===== src/rtl/core/bfi_pkg.sv =====
// ----------------------------------------------------------------------------
// bfi_pkg: shared types and constants of the bit cell to flux interval unit
// Field widths, register indexes and reset values, divider request and
// response records and the configuration record.
// ----------------------------------------------------------------------------
`timescale 1ns / 1ps
`default_nettype none

package bfi_pkg;

  localparam int POS_BITS      = 24;
  localparam int TIME_BITS     = 40;
  localparam int REV_BITS      = 16;
  localparam int PERIOD_BITS   = 32;
  localparam int INTERVAL_BITS = 32;
  localparam int DIVIDEND_BITS = 64;
  localparam int CODE_BITS     = 2;
  localparam int DIV_CNT_BITS  = $clog2(DIVIDEND_BITS + 1);

  // Configuration port.
  localparam int CFG_INDEX_BITS = 3;
  localparam int CFG_DATA_BITS  = TIME_BITS;

  localparam logic [CFG_INDEX_BITS-1:0] REG_SAMPLE_PERIOD = 3'd0;
  localparam logic [CFG_INDEX_BITS-1:0] REG_TRACK_LEN     = 3'd1;
  localparam logic [CFG_INDEX_BITS-1:0] REG_TRACK_TIME    = 3'd2;
  localparam logic [CFG_INDEX_BITS-1:0] REG_END_REV       = 3'd3;
  localparam logic [CFG_INDEX_BITS-1:0] REG_END_POS       = 3'd4;

  localparam logic [PERIOD_BITS-1:0] RST_SAMPLE_PERIOD = 32'd41667;
  localparam logic [POS_BITS-1:0]    RST_TRACK_LEN     = 24'd100000;
  localparam logic [TIME_BITS-1:0]   RST_TRACK_TIME    = 40'd200000000000;
  localparam logic [REV_BITS-1:0]    RST_END_REV       = 16'd1;
  localparam logic [POS_BITS-1:0]    RST_END_POS       = 24'd99999;

  // Rollover codes of a result.
  localparam logic [CODE_BITS-1:0] CODE_NONE     = 2'd0;
  localparam logic [CODE_BITS-1:0] CODE_WRAPPED  = 2'd1;
  localparam logic [CODE_BITS-1:0] CODE_NO_PULSE = 2'd2;

  localparam logic [INTERVAL_BITS-1:0] INTERVAL_SATURATED = '1;

  // Dividend length selects of the serial divider.
  localparam logic [1:0] DIV_LEN_POS  = 2'd0;
  localparam logic [1:0] DIV_LEN_TIME = 2'd1;
  localparam logic [1:0] DIV_LEN_FULL = 2'd2;

  typedef struct packed {
    logic [PERIOD_BITS-1:0] sample_period_ps;
    logic [POS_BITS-1:0]    track_len_cells;
    logic [TIME_BITS-1:0]   track_time_ps;
    logic [REV_BITS-1:0]    stop_revolution;
    logic [POS_BITS-1:0]    end_position;
  } cfg_t;

  typedef struct packed {
    logic                     start;
    logic [1:0]               len_sel;
    logic [DIVIDEND_BITS-1:0] dividend;
    logic [PERIOD_BITS-1:0]   divisor;
  } div_req_t;

  typedef struct packed {
    logic                     done;
    logic [INTERVAL_BITS-1:0] quotient;
    logic [PERIOD_BITS-1:0]   remainder;
  } div_rsp_t;

endpackage

`default_nettype wire


===== src/rtl/core/bfi_in_if.sv =====
// ----------------------------------------------------------------------------
// bfi_in_if: bit cell input channel
// Carries one bit cell item per handshake: cell duration, data and index bit.
// ----------------------------------------------------------------------------
`timescale 1ns / 1ps
`default_nettype none

interface bfi_in_if import bfi_pkg::*; ();
  logic                   valid;
  logic                   ready;
  logic [PERIOD_BITS-1:0] left_cell_ps;
  logic                   data_bit;
  logic                   index_bit;

  modport source (output valid, output left_cell_ps, output data_bit, output index_bit,
                  input ready);
  modport sink (input valid, input left_cell_ps, input data_bit, input index_bit,
                output ready);
endinterface

`default_nettype wire


===== src/rtl/core/bfi_out_if.sv =====
// ----------------------------------------------------------------------------
// bfi_out_if: flux interval result channel
// Carries one result item per handshake: interval and its status flags.
// ----------------------------------------------------------------------------
`timescale 1ns / 1ps
`default_nettype none

interface bfi_out_if import bfi_pkg::*; ();
  logic                     valid;
  logic                     ready;
  logic [INTERVAL_BITS-1:0] interval;
  logic [CODE_BITS-1:0]     rollover_code;
  logic                     index_seen;
  logic                     stream_end;

  modport source (output valid, output interval, output rollover_code, output index_seen,
                  output stream_end, input ready);
  modport sink (input valid, input interval, input rollover_code, input index_seen,
                input stream_end, output ready);
endinterface

`default_nettype wire


===== src/rtl/core/bfi_cfg_if.sv =====
// ----------------------------------------------------------------------------
// bfi_cfg_if: configuration write channel
// Carries a register index and the data written to it.
// ----------------------------------------------------------------------------
`timescale 1ns / 1ps
`default_nettype none

interface bfi_cfg_if import bfi_pkg::*; ();
  logic                      valid;
  logic                      ready;
  logic [CFG_INDEX_BITS-1:0] index;
  logic [CFG_DATA_BITS-1:0]  data;

  modport source (output valid, output index, output data, input ready);
  modport sink (input valid, input index, input data, output ready);
endinterface

`default_nettype wire


===== src/rtl/core/bfi_cfg.sv =====
// ----------------------------------------------------------------------------
// bfi_cfg: configuration registers
// Decodes writes on the configuration channel into the five registers.
// ----------------------------------------------------------------------------
`timescale 1ns / 1ps
`default_nettype none

module bfi_cfg import bfi_pkg::*; (
  input  wire logic  clk,
  input  wire logic  rst,
  bfi_cfg_if.sink    cfg,
  output cfg_t       regs
);

  cfg_t regs_q;

  assign cfg.ready = 1'b1;
  assign regs      = regs_q;

  always_ff @(posedge clk) begin
    if (rst) begin
      regs_q.sample_period_ps <= RST_SAMPLE_PERIOD;
      regs_q.track_len_cells  <= RST_TRACK_LEN;
      regs_q.track_time_ps    <= RST_TRACK_TIME;
      regs_q.stop_revolution  <= RST_END_REV;
      regs_q.end_position     <= RST_END_POS;
    end else if (cfg.valid) begin
      case (cfg.index)
        REG_SAMPLE_PERIOD: regs_q.sample_period_ps <= cfg.data[PERIOD_BITS-1:0];
        REG_TRACK_LEN:     regs_q.track_len_cells  <= cfg.data[POS_BITS-1:0];
        REG_TRACK_TIME:    regs_q.track_time_ps    <= cfg.data[TIME_BITS-1:0];
        REG_END_REV:       regs_q.stop_revolution  <= cfg.data[REV_BITS-1:0];
        REG_END_POS:       regs_q.end_position     <= cfg.data[POS_BITS-1:0];
        default: begin
        end
      endcase
    end
  end

endmodule

`default_nettype wire


===== src/rtl/core/bfi_div.sv =====
// ----------------------------------------------------------------------------
// bfi_div: bit-serial restoring divider
// Shifts the dividend through one bit per cycle and produces one quotient bit
// per cycle; the dividend is 24, 40 or 64 bits long.
// ----------------------------------------------------------------------------
`timescale 1ns / 1ps
`default_nettype none

module bfi_div import bfi_pkg::*; (
  input  wire logic     clk,
  input  wire logic     rst,
  input  wire div_req_t req,
  output div_rsp_t      rsp
);

  logic [DIVIDEND_BITS-1:0] dq;
  logic [PERIOD_BITS-1:0]   rem;
  logic [PERIOD_BITS-1:0]   dvs;
  logic [DIV_CNT_BITS-1:0]  cnt;
  logic                     busy;
  logic                     done;

  logic [DIVIDEND_BITS-1:0] aligned;
  logic [DIV_CNT_BITS-1:0]  start_cnt;
  logic [PERIOD_BITS:0]     trial;
  logic [PERIOD_BITS+1:0]   diff;
  logic                     fits;

  // The dividend is placed at the top of the shift register so that its
  // most significant bit leaves first.
  always_comb begin
    case (req.len_sel)
      DIV_LEN_POS: begin
        aligned   = {req.dividend[POS_BITS-1:0], (DIVIDEND_BITS - POS_BITS)'(0)};
        start_cnt = DIV_CNT_BITS'(POS_BITS);
      end
      DIV_LEN_TIME: begin
        aligned   = {req.dividend[TIME_BITS-1:0], (DIVIDEND_BITS - TIME_BITS)'(0)};
        start_cnt = DIV_CNT_BITS'(TIME_BITS);
      end
      default: begin
        aligned   = req.dividend;
        start_cnt = DIV_CNT_BITS'(DIVIDEND_BITS);
      end
    endcase
  end

  assign trial = {rem, dq[DIVIDEND_BITS-1]};
  assign diff  = {1'b0, trial} - {2'b00, dvs};
  assign fits  = !diff[PERIOD_BITS+1];

  always_ff @(posedge clk) begin
    if (rst) begin
      busy <= 1'b0;
      done <= 1'b0;
      cnt  <= '0;
    end else begin
      done <= busy && (cnt == DIV_CNT_BITS'(1));
      if (req.start) begin
        busy <= 1'b1;
        cnt  <= start_cnt;
      end else if (busy) begin
        cnt <= cnt - DIV_CNT_BITS'(1);
        if (cnt == DIV_CNT_BITS'(1)) begin
          busy <= 1'b0;
        end
      end
    end
  end

  always_ff @(posedge clk) begin
    if (req.start) begin
      dq  <= aligned;
      rem <= '0;
      dvs <= req.divisor;
    end else if (busy) begin
      rem <= fits ? diff[PERIOD_BITS-1:0] : trial[PERIOD_BITS-1:0];
      dq  <= {dq[DIVIDEND_BITS-2:0], fits};
    end
  end

  assign rsp.done      = done;
  assign rsp.quotient  = dq[INTERVAL_BITS-1:0];
  assign rsp.remainder = rem;

endmodule

`default_nettype wire


===== src/rtl/core/bitcell_to_flux_interval_unit.sv =====
// ----------------------------------------------------------------------------
// bitcell_to_flux_interval_unit: bit cell stream to flux interval converter
// Tracks time and position over a rotating track and turns flux transitions
// into intervals counted in sample periods.
// ----------------------------------------------------------------------------
// Usage:
//   cells  : one item per bit cell (duration of the cell left, data and index
//            bit of the cell reached). Taken when valid and ready are high.
//   pulses : zero or one result item per cell, held in an output register
//            until the receiver takes it.
//   cfg    : register writes, always ready; write only while the unit idles.
// Flow: the unit works on one cell at a time. A cell without a result
//   passes ST_STEP and ST_EVAL back to ST_IDLE; a result with a zero sample
//   period goes on to ST_EMIT with no division. A result whose last pulse lies
//   after the current time needs one 64-bit division, a full track without a
//   pulse otherwise one 40-bit division, any other pulse two 40-bit divisions,
//   all in the bit-serial divider, one quotient bit per cycle. A cell whose
//   position needs a full modulo by the track length adds a 24-bit division.
// Stall: while a result waits in the output register the next cell is still
//   accepted; the unit only stops before loading a second result.
// Reset: synchronous; clears position, time, counters, flags and the output
//   valid, and loads the register defaults.
// ----------------------------------------------------------------------------
`timescale 1ns / 1ps
`default_nettype none

module bitcell_to_flux_interval_unit import bfi_pkg::*; (
  input  wire logic clk,
  input  wire logic rst,
  bfi_in_if.sink    cells,
  bfi_out_if.source pulses,
  bfi_cfg_if.sink   cfg
);

  localparam logic [2:0] ST_IDLE  = 3'd0;
  localparam logic [2:0] ST_STEP  = 3'd1;
  localparam logic [2:0] ST_MOD   = 3'd2;
  localparam logic [2:0] ST_EVAL  = 3'd3;
  localparam logic [2:0] ST_LOAD  = 3'd4;
  localparam logic [2:0] ST_DIV_A = 3'd5;
  localparam logic [2:0] ST_DIV_B = 3'd6;
  localparam logic [2:0] ST_EMIT  = 3'd7;

  cfg_t     regs;
  div_req_t div_req;
  div_rsp_t div_rsp;

  logic [2:0]               state;
  logic [PERIOD_BITS-1:0]   cell_r;
  logic                     data_r;
  logic                     idx_r;
  logic [POS_BITS-1:0]      pos;
  logic [REV_BITS-1:0]      rev;
  logic [TIME_BITS-1:0]     now;
  logic [TIME_BITS-1:0]     last;
  logic                     idx_last;
  logic [POS_BITS-1:0]      since;
  logic                     idx_pend;
  logic                     wrap_pend;
  logic                     end_reached;
  logic [CODE_BITS-1:0]     res_code;
  logic [INTERVAL_BITS-1:0] res_int;
  logic [INTERVAL_BITS-1:0] q_first;
  logic [TIME_BITS-1:0]     gap;
  logic                     le_r;
  logic                     two_step;

  logic                     out_valid;
  logic [INTERVAL_BITS-1:0] out_interval;
  logic [CODE_BITS-1:0]     out_code;
  logic                     out_idx;
  logic                     out_end;

  logic [TIME_BITS-1:0]     time_sum;
  logic [POS_BITS-1:0]      pos_inc;
  logic                     pos_wrap;
  logic [POS_BITS-1:0]      pos_over;
  logic                     pos_small;
  logic [POS_BITS-1:0]      since_inc;
  logic                     last_le_now;
  logic                     no_pulse;
  logic                     pulse;
  logic [TIME_BITS:0]       wrap_diff;
  logic                     out_free;

  // Rising edge of the index level.
  function automatic logic cells_edge_seen(input logic level, input logic level_last);
    return level && !level_last;
  endfunction

  bfi_cfg u_cfg (
    .clk  (clk),
    .rst  (rst),
    .cfg  (cfg),
    .regs (regs)
  );

  bfi_div u_div (
    .clk (clk),
    .rst (rst),
    .req (div_req),
    .rsp (div_rsp)
  );

  assign cells.ready = (state == ST_IDLE);

  assign time_sum    = now + TIME_BITS'(cell_r);
  assign pos_inc     = pos + POS_BITS'(1);
  assign pos_wrap    = (pos_inc >= regs.track_len_cells);
  assign pos_over    = pos_inc - regs.track_len_cells;
  assign pos_small   = (pos_over < regs.track_len_cells);
  assign since_inc   = since + POS_BITS'(1);
  assign last_le_now = (last <= now);
  assign no_pulse    = (since_inc == regs.track_len_cells);
  assign pulse       = !no_pulse && data_r;
  assign out_free    = !out_valid || pulses.ready;

  // Wrapped interval: track time less the gap, sign-extended to 64 bits.
  assign wrap_diff = {1'b0, regs.track_time_ps} - {1'b0, gap};

  always_comb begin
    div_req.start    = 1'b0;
    div_req.len_sel  = DIV_LEN_TIME;
    div_req.dividend = '0;
    div_req.divisor  = regs.sample_period_ps;
    case (state)
      ST_STEP: begin
        div_req.start    = pos_wrap && (regs.track_len_cells != '0) && !pos_small;
        div_req.len_sel  = DIV_LEN_POS;
        div_req.dividend = DIVIDEND_BITS'(pos_inc);
        div_req.divisor  = PERIOD_BITS'(regs.track_len_cells);
      end
      ST_LOAD: begin
        div_req.start = 1'b1;
        if (le_r) begin
          div_req.len_sel  = DIV_LEN_TIME;
          div_req.dividend = DIVIDEND_BITS'(two_step ? now : gap);
        end else begin
          div_req.len_sel  = DIV_LEN_FULL;
          div_req.dividend = {{(DIVIDEND_BITS - TIME_BITS - 1){wrap_diff[TIME_BITS]}},
                              wrap_diff};
        end
      end
      ST_DIV_A: begin
        div_req.start    = div_rsp.done && two_step;
        div_req.len_sel  = DIV_LEN_TIME;
        div_req.dividend = DIVIDEND_BITS'(last);
      end
      default: begin
      end
    endcase
  end

  always_ff @(posedge clk) begin
    if (rst) begin
      state       <= ST_IDLE;
      pos         <= '0;
      rev         <= '0;
      now         <= '0;
      last        <= '0;
      idx_last    <= 1'b0;
      since       <= '0;
      idx_pend    <= 1'b0;
      wrap_pend   <= 1'b0;
      end_reached <= 1'b0;
    end else begin
      case (state)
        ST_IDLE: begin
          if (cells.valid) begin
            state <= ST_STEP;
          end
        end
        ST_STEP: begin
          state <= ST_EVAL;
          if (pos_wrap) begin
            now       <= '0;
            rev       <= rev + REV_BITS'(1);
            wrap_pend <= 1'b1;
            if (regs.track_len_cells == '0) begin
              pos <= '0;
            end else if (pos_small) begin
              pos <= pos_over;
            end else begin
              state <= ST_MOD;
            end
          end else begin
            now <= time_sum;
            pos <= pos_inc;
          end
        end
        ST_MOD: begin
          if (div_rsp.done) begin
            pos   <= div_rsp.remainder[POS_BITS-1:0];
            state <= ST_EVAL;
          end
        end
        ST_EVAL: begin
          if ((rev >= regs.stop_revolution) && (pos >= regs.end_position)) begin
            end_reached <= 1'b1;
          end
          since <= since_inc;
          if (!no_pulse) begin
            if (cells_edge_seen(idx_r, idx_last)) begin
              idx_pend <= 1'b1;
            end
            idx_last <= idx_r;
          end
          if (no_pulse || pulse) begin
            state <= (regs.sample_period_ps == '0) ? ST_EMIT : ST_LOAD;
          end else begin
            state <= ST_IDLE;
          end
        end
        ST_LOAD: begin
          state <= ST_DIV_A;
        end
        ST_DIV_A: begin
          if (div_rsp.done) begin
            state <= two_step ? ST_DIV_B : ST_EMIT;
          end
        end
        ST_DIV_B: begin
          if (div_rsp.done) begin
            state <= ST_EMIT;
          end
        end
        ST_EMIT: begin
          if (out_free) begin
            last      <= now;
            since     <= '0;
            idx_pend  <= 1'b0;
            wrap_pend <= 1'b0;
            state     <= ST_IDLE;
          end
        end
        default: begin
          state <= ST_IDLE;
        end
      endcase
    end
  end

  // Item payload and result datapath.
  always_ff @(posedge clk) begin
    if (cells.valid && cells.ready) begin
      cell_r <= cells.left_cell_ps;
      data_r <= cells.data_bit;
      idx_r  <= cells.index_bit;
    end
    if (state == ST_EVAL) begin
      res_code <= no_pulse ? CODE_NO_PULSE : (wrap_pend ? CODE_WRAPPED : CODE_NONE);
      res_int  <= INTERVAL_SATURATED;
      gap      <= last_le_now ? (now - last) : (last - now);
      le_r     <= last_le_now;
      two_step <= pulse && last_le_now;
    end
    if (state == ST_DIV_A && div_rsp.done) begin
      q_first <= div_rsp.quotient;
      res_int <= div_rsp.quotient;
    end
    if (state == ST_DIV_B && div_rsp.done) begin
      res_int <= q_first - div_rsp.quotient;
    end
  end

  always_ff @(posedge clk) begin
    if (rst) begin
      out_valid <= 1'b0;
    end else if (state == ST_EMIT && out_free) begin
      out_valid <= 1'b1;
    end else if (pulses.ready) begin
      out_valid <= 1'b0;
    end
  end

  always_ff @(posedge clk) begin
    if (state == ST_EMIT && out_free) begin
      out_interval <= res_int;
      out_code     <= res_code;
      out_idx      <= idx_pend;
      out_end      <= end_reached;
    end
  end

  assign pulses.valid         = out_valid;
  assign pulses.interval      = out_interval;
  assign pulses.rollover_code = out_code;
  assign pulses.index_seen    = out_idx;
  assign pulses.stream_end    = out_end;

endmodule

`default_nettype wire


===== src/flat_wrapper.sv =====
// flat-port wrapper written by rule: the top's interface ports become plain ports
module bitcell_to_flux_interval_unit_flat import bfi_pkg::*;
  (clk, rst, cells_valid, cells_left_cell_ps, cells_data_bit, cells_index_bit, cells_ready, pulses_valid, pulses_interval, pulses_rollover_code, pulses_index_seen, pulses_stream_end, pulses_ready, cfg_valid, cfg_index, cfg_data, cfg_ready);
  bfi_in_if cells_i ();
  bfi_out_if pulses_i ();
  bfi_cfg_if cfg_i ();
  input  wire logic clk;
  input  wire logic rst;
  input wire logic [$bits(cells_i.valid)-1:0] cells_valid;
  input wire logic [$bits(cells_i.left_cell_ps)-1:0] cells_left_cell_ps;
  input wire logic [$bits(cells_i.data_bit)-1:0] cells_data_bit;
  input wire logic [$bits(cells_i.index_bit)-1:0] cells_index_bit;
  output wire logic [$bits(cells_i.ready)-1:0] cells_ready;
  output wire logic [$bits(pulses_i.valid)-1:0] pulses_valid;
  output wire logic [$bits(pulses_i.interval)-1:0] pulses_interval;
  output wire logic [$bits(pulses_i.rollover_code)-1:0] pulses_rollover_code;
  output wire logic [$bits(pulses_i.index_seen)-1:0] pulses_index_seen;
  output wire logic [$bits(pulses_i.stream_end)-1:0] pulses_stream_end;
  input wire logic [$bits(pulses_i.ready)-1:0] pulses_ready;
  input wire logic [$bits(cfg_i.valid)-1:0] cfg_valid;
  input wire logic [$bits(cfg_i.index)-1:0] cfg_index;
  input wire logic [$bits(cfg_i.data)-1:0] cfg_data;
  output wire logic [$bits(cfg_i.ready)-1:0] cfg_ready;
  assign cells_i.valid = cells_valid;
  assign cells_i.left_cell_ps = cells_left_cell_ps;
  assign cells_i.data_bit = cells_data_bit;
  assign cells_i.index_bit = cells_index_bit;
  assign cells_ready = cells_i.ready;
  assign pulses_valid = pulses_i.valid;
  assign pulses_interval = pulses_i.interval;
  assign pulses_rollover_code = pulses_i.rollover_code;
  assign pulses_index_seen = pulses_i.index_seen;
  assign pulses_stream_end = pulses_i.stream_end;
  assign pulses_i.ready = pulses_ready;
  assign cfg_i.valid = cfg_valid;
  assign cfg_i.index = cfg_index;
  assign cfg_i.data = cfg_data;
  assign cfg_ready = cfg_i.ready;
  bitcell_to_flux_interval_unit u_core (.clk(clk), .rst(rst), .cells(cells_i), .pulses(pulses_i), .cfg(cfg_i));
endmodule

===== config.mk =====
export PLATFORM = sky130hd
export DESIGN_NAME = bitcell_to_flux_interval_unit_flat
export DESIGN_NICKNAME = d
export VERILOG_FILES = /design/src/rtl/core/bfi_pkg.sv /design/src/rtl/core/bfi_in_if.sv /design/src/rtl/core/bfi_out_if.sv /design/src/rtl/core/bfi_cfg_if.sv /design/src/rtl/core/bfi_cfg.sv /design/src/rtl/core/bfi_div.sv /design/src/rtl/core/bitcell_to_flux_interval_unit.sv /design/src/flat_wrapper.sv
export SDC_FILE = /design/constraint.sdc
export NUM_CORES = 2
export LEC_CHECK = 0
export ABC_AREA = 1
export BUFFER_PORTS_ARGS = -buffer_cell sky130_fd_sc_hd__buf_2
export CORE_MARGIN = 2
export CORE_UTILIZATION = 48
export DETAILED_ROUTE_END_ITERATION = 7
export SYNTH_ARGS = -nofsm -noshare
export SYNTH_HDL_FRONTEND = slang
export SYNTH_SLANG_ARGS = --single-unit

===== constraint.sdc =====
create_clock -name clk -period 6.9 [get_ports clk]
set_input_delay 0.69 -clock clk [delete_from_list [all_inputs] [get_ports clk]]
set_output_delay 0.69 -clock clk [all_outputs]
set_load 0.005 [all_outputs]

==> qor.log <==
qor: critical_path.rr_startpoint u_core.pos[0]
qor: timing.maxClockFrequency 167 MHz
qor: critical_path.ws_path_type reg2reg
qor: critical_path.crit_slowest_cell sky130_fd_sc_hd__dfxtp_1
qor: placed_design.globalplace.congestion 1.03
qor: synth.syn-mean-instance-area 7.16 um^2
qor: critical_path.startpoint_type flop
qor: critical_path.crit_path_max_incr_delay 0.43 ns
qor: placed_design.place.port_buffers 119
qor: synth.synth_edf_count 274
qor: final_layout.layout-area-overhead-vs-synth 9.24%
qor: routing.dr.pass1.iters 6
qor: min_path.min_from cells_left_cell_ps[15]
qor: critical_path.cp_common_cell sky130_fd_sc_hd__nand3_1
qor: clock_tree.clk_root_buf sky130_fd_sc_hd__clkbuf_16
qor: synth.synth_common_cells 1,298 x sky130_fd_sc_hd__nand2_1, 686 x sky130_fd_sc_hd__inv_1, 651 x sky130_fd_sc_hd__a21oi_1
qor: synth.synth_top_area_share 19.6%
qor: power.power-per-cell-area 532 nW/um^2
qor: critical_path.end_kind flop
qor: routing.vias_per_cell 5.73
qor: global_route.overflow 0
qor: floorplan.floorplan.initialDensity 48.4%
qor: clock_tree.sink_count_of_the_clock_tree 603
qor: critical_path.timing.critical_path.from u_core.pos[0]
qor: clock_tree.postCtsHoldBufs 0
qor: synth.synth-main-ff-cell sky130_fd_sc_hd__dfxtp_1
qor: routing.wirelength 158 mm
qor: timing.finClkSkew 0.0229 ns
qor: routing.routed-via-count 40.8k
qor: timing.finalWorstPathRequiredPeriod 5.99 ns
qor: power.p_leak 20.0 nW
qor: global_route.first_global_vias 37.6k
qor: timing.worst_pin_slew 1.19 ns
qor: final_layout.area_of_the_multi_input_gates 23,700 um^2
qor: synth.synthCells 5,875
qor: floorplan.io-pin-count 121
qor: placed_design.place_hpwl 126 mm
qor: timing.final_hold_viol_count 0
qor: clock_tree.clock_tree.buffer_depth 3
qor: floorplan.floorplan.die.height 300 um
qor: final_layout.post-route-cell-area 46,000 um^2
qor: clock_tree.numCtsBuffers 72
qor: clock_tree.tritoncts_clock_tree done
qor: power.power.ir.vdd_worst 0.721 mV
qor: global_route.track_usage 34.4%
qor: global_route.global_route.usage.met1 45.2%
qor: final_layout.finalNetCount 6,310
qor: critical_path.data_required_time_of_the_critical_path 7.32 ns
qor: global_route.global_route.peak_usage_layer met2
qor: global_route.grt_antenna_before_repair 2
qor: routing.ant_nets 0
qor: floorplan.fp.dieW 300 um
qor: final_layout.final-seq-area 14,800 um^2
qor: final_layout.finish.utilization 52.9%
qor: clock_tree.worstSkewPairLatency 0.66 ns
qor: floorplan.core 86,900 um^2
qor: global_route.grt_util_met2 55.5%
qor: timing.timing.slew.headroom 20.0%
qor: timing.setup_violations 0
qor: routing.drt-wirelength-per-cell 22.2 um
qor: routing.first_iter_violations 3,981
qor: synth.synthMostInstantiatedCell sky130_fd_sc_hd__nand2_1
qor: global_route.grt_start_max_net_pins 84
qor: synth.postSynthRegisterBits 603
qor: synth.netlist_area 42,100 um^2
qor: timing.totalNegativeSetupSlack 0 ns
qor: final_layout.num-fill-cells 8,698
qor: synth.synthesis.yosys.warnings 0
qor: clock_tree.post_cts_resize_count 0
qor: synth.ys_types 66
qor: timing.timing.final.max_slew_violations 0
qor: floorplan.die_area 90,100 um^2
qor: clock_tree.worst_setup_hold_path_clk_slew 0.07 ns
qor: timing.layout_worst_path_cycle_share 86.8%
qor: min_path.hold_path_class in2reg
qor: global_route.grt_util_met3 5.85%
qor: synth.synth_seq_area_share 35.2%
qor: timing.grt_setup_unrepaired false
qor: placed_design.place_area 43,600 um^2
qor: job.cap_violations 0
qor: clock_tree.cts_max_level 3
qor: routing.drc 0
qor: synth.yosys-top-cells-area sky130_fd_sc_hd__edfxtp_1 20%, sky130_fd_sc_hd__dfxtp_1 16%, sky130_fd_sc_hd__nand2_1 12%
qor: floorplan.rows 108
qor: clock_tree.cts.repair_timing.setup_buffer_count 0
qor: critical_path.worst-endpoint-arrival 6.41 ns
qor: global_route.global_route_wire_length_before_repair 235 mm
qor: synth.async_reset_ff_share 0%
qor: synth.synth_top_area_cell sky130_fd_sc_hd__edfxtp_1
qor: final_layout.fraction_of_final_layout_cells_sized_beyond_drive_strength_1 5.94%
qor: critical_path.crit_fanout 31
qor: outcome.status finished, final reports clean
qor: synth.synth_fp_nets 6,271
-- per-stage QoR --
| stage | total power, mW | setup WS [ns] | hold slack, ns | std cells |
|---|---|---|---|---|
| after floorplan | 15.5 | 2.15 | 0.400 | 5875 |
| after global placement | 20.3 | 1.14 | 0.400 | 6995 |
| after detailed placement | 20.3 | 1.01 | 0.406 | 6995 |
| after CTS | 24.2 | 0.984 | 0.168 | 7129 |
| after global routing | 26.1 | 0.273 | 0.174 | 7129 |
| final | 24.4 | 0.909 | 0.202 | 7130 |
-- report_power, final --
part / internal, mW / switching (mW)
sequential: 4.99 / 0.678
combinational: 4.43 / 10.5
clock: 2.21 / 1.64
total: 11.6 / 12.8
-- cells in the final DEF, fill, tap and decap left out, types with 8 or more instances in the layout --
cell type,instances
sky130_fd_sc_hd__nand3b_1,20
sky130_fd_sc_hd__clkinv_1,9
sky130_fd_sc_hd__inv_1,684
sky130_fd_sc_hd__a21boi_0,15
sky130_fd_sc_hd__nor4_1,32
sky130_fd_sc_hd__ha_1,307
sky130_fd_sc_hd__a21o_1,35
sky130_fd_sc_hd__nand4_1,44
sky130_fd_sc_hd__o211ai_1,96
sky130_fd_sc_hd__xnor2_1,62
sky130_fd_sc_hd__nor2_4,10
sky130_fd_sc_hd__o21bai_1,31
sky130_fd_sc_hd__xor2_1,113
sky130_fd_sc_hd__clkbuf_16,73
sky130_fd_sc_hd__o21ai_0,537
sky130_fd_sc_hd__a31oi_1,31
sky130_fd_sc_hd__o21a_1,27
sky130_fd_sc_hd__a211oi_1,14
sky130_fd_sc_hd__nand3_1,296
sky130_fd_sc_hd__nor2_2,8
sky130_fd_sc_hd__buf_2,118
sky130_fd_sc_hd__clkbuf_1,17
sky130_fd_sc_hd__a21oi_1,651
sky130_fd_sc_hd__o21ai_1,34
sky130_fd_sc_hd__nand2_1,1298
sky130_fd_sc_hd__nor2_1,542
sky130_fd_sc_hd__dfxtp_1,329
sky130_fd_sc_hd__o2111ai_1,8
sky130_fd_sc_hd__edfxtp_1,274
sky130_fd_sc_hd__nor3_1,50
sky130_fd_sc_hd__inv_2,18
sky130_fd_sc_hd__buf_4,49
sky130_fd_sc_hd__or2_2,10
sky130_fd_sc_hd__o221ai_1,8
sky130_fd_sc_hd__clkinv_2,17
-- registers in the layout, summed over array words and instances, names as in the netlist, 3 cells and up --
register and flops:
u_core.res_int 32, u_core.now 40, u_core.q_first 32, u_core.u_div.cnt 7, u_core.u_div.dvs 32, u_core.u_div.dq 64
u_core.cell_r 32, u_core.state 3, u_core.since 24, u_core.u_div.rem 32, u_core.last 40, u_core.u_cfg.regs 136
u_core.rev 16, u_core.gap 40, u_core.pos 24, u_core.pulses.interval 32
-- worst paths after layout --
kind / cells after the start / end / slack (ns)
setup / recovery: 30 / u_core.u_div.dq[50] / 0.91
hold / removal: 1 / u_core.cell_r[15] / 0.20
setup reg to reg: 30 / u_core.u_div.dq[50] / 0.91
hold reg to reg: 0 / u_core.pulses.interval[29] / 0.42
-- worst max-delay path: cells and delay by family (launching register included) --
family / cells / cell delay (ns)
and+or+nand+nor: 18 / 2.82
adders and majority gates: 3 / 0.88
AOI/OAI and AO/OA: 3 / 0.62
buffers and inverters: 4 / 0.51
xor gates and xnor gates: 2 / 0.51
DFF: 1 / 0.43
-- layer usage --
metal	up-vias	wire (um)
met5	-	0
met4	0	8080
met3	342	11600
met2	1536	71100
met1	19100	67700
li1	19900	-
-- final cells by class --
class / count / area share [%]
multi-input cells: 4362 / 51.7
flip-flops and latches: 603 / 32.2
inverters: 708 / 5.80
clock buffers: 95 / 4.26
well taps: 1155 / 3.14
repair buffers: 167 / 2.09
clock inverters: 39 / 0.814
diodes: 1 / 0.00544
-- kinds of logic (layout without fill, tap and decap cells) --
group | after synthesis | after routing | share of synthesized area [%]
buf+inv | 910 | 1009 | 8.49
compound gates | 1527 | 1527 | 20.1
simple gates | 2345 | 2345 | 23.1
xor+xnor | 175 | 175 | 3.64
other cells | 1 | 2 | 0.00891
flops | 603 | 603 | 35.2
fa+ha+maj | 314 | 314 | 9.46
(Power assumes the default switching activity.)
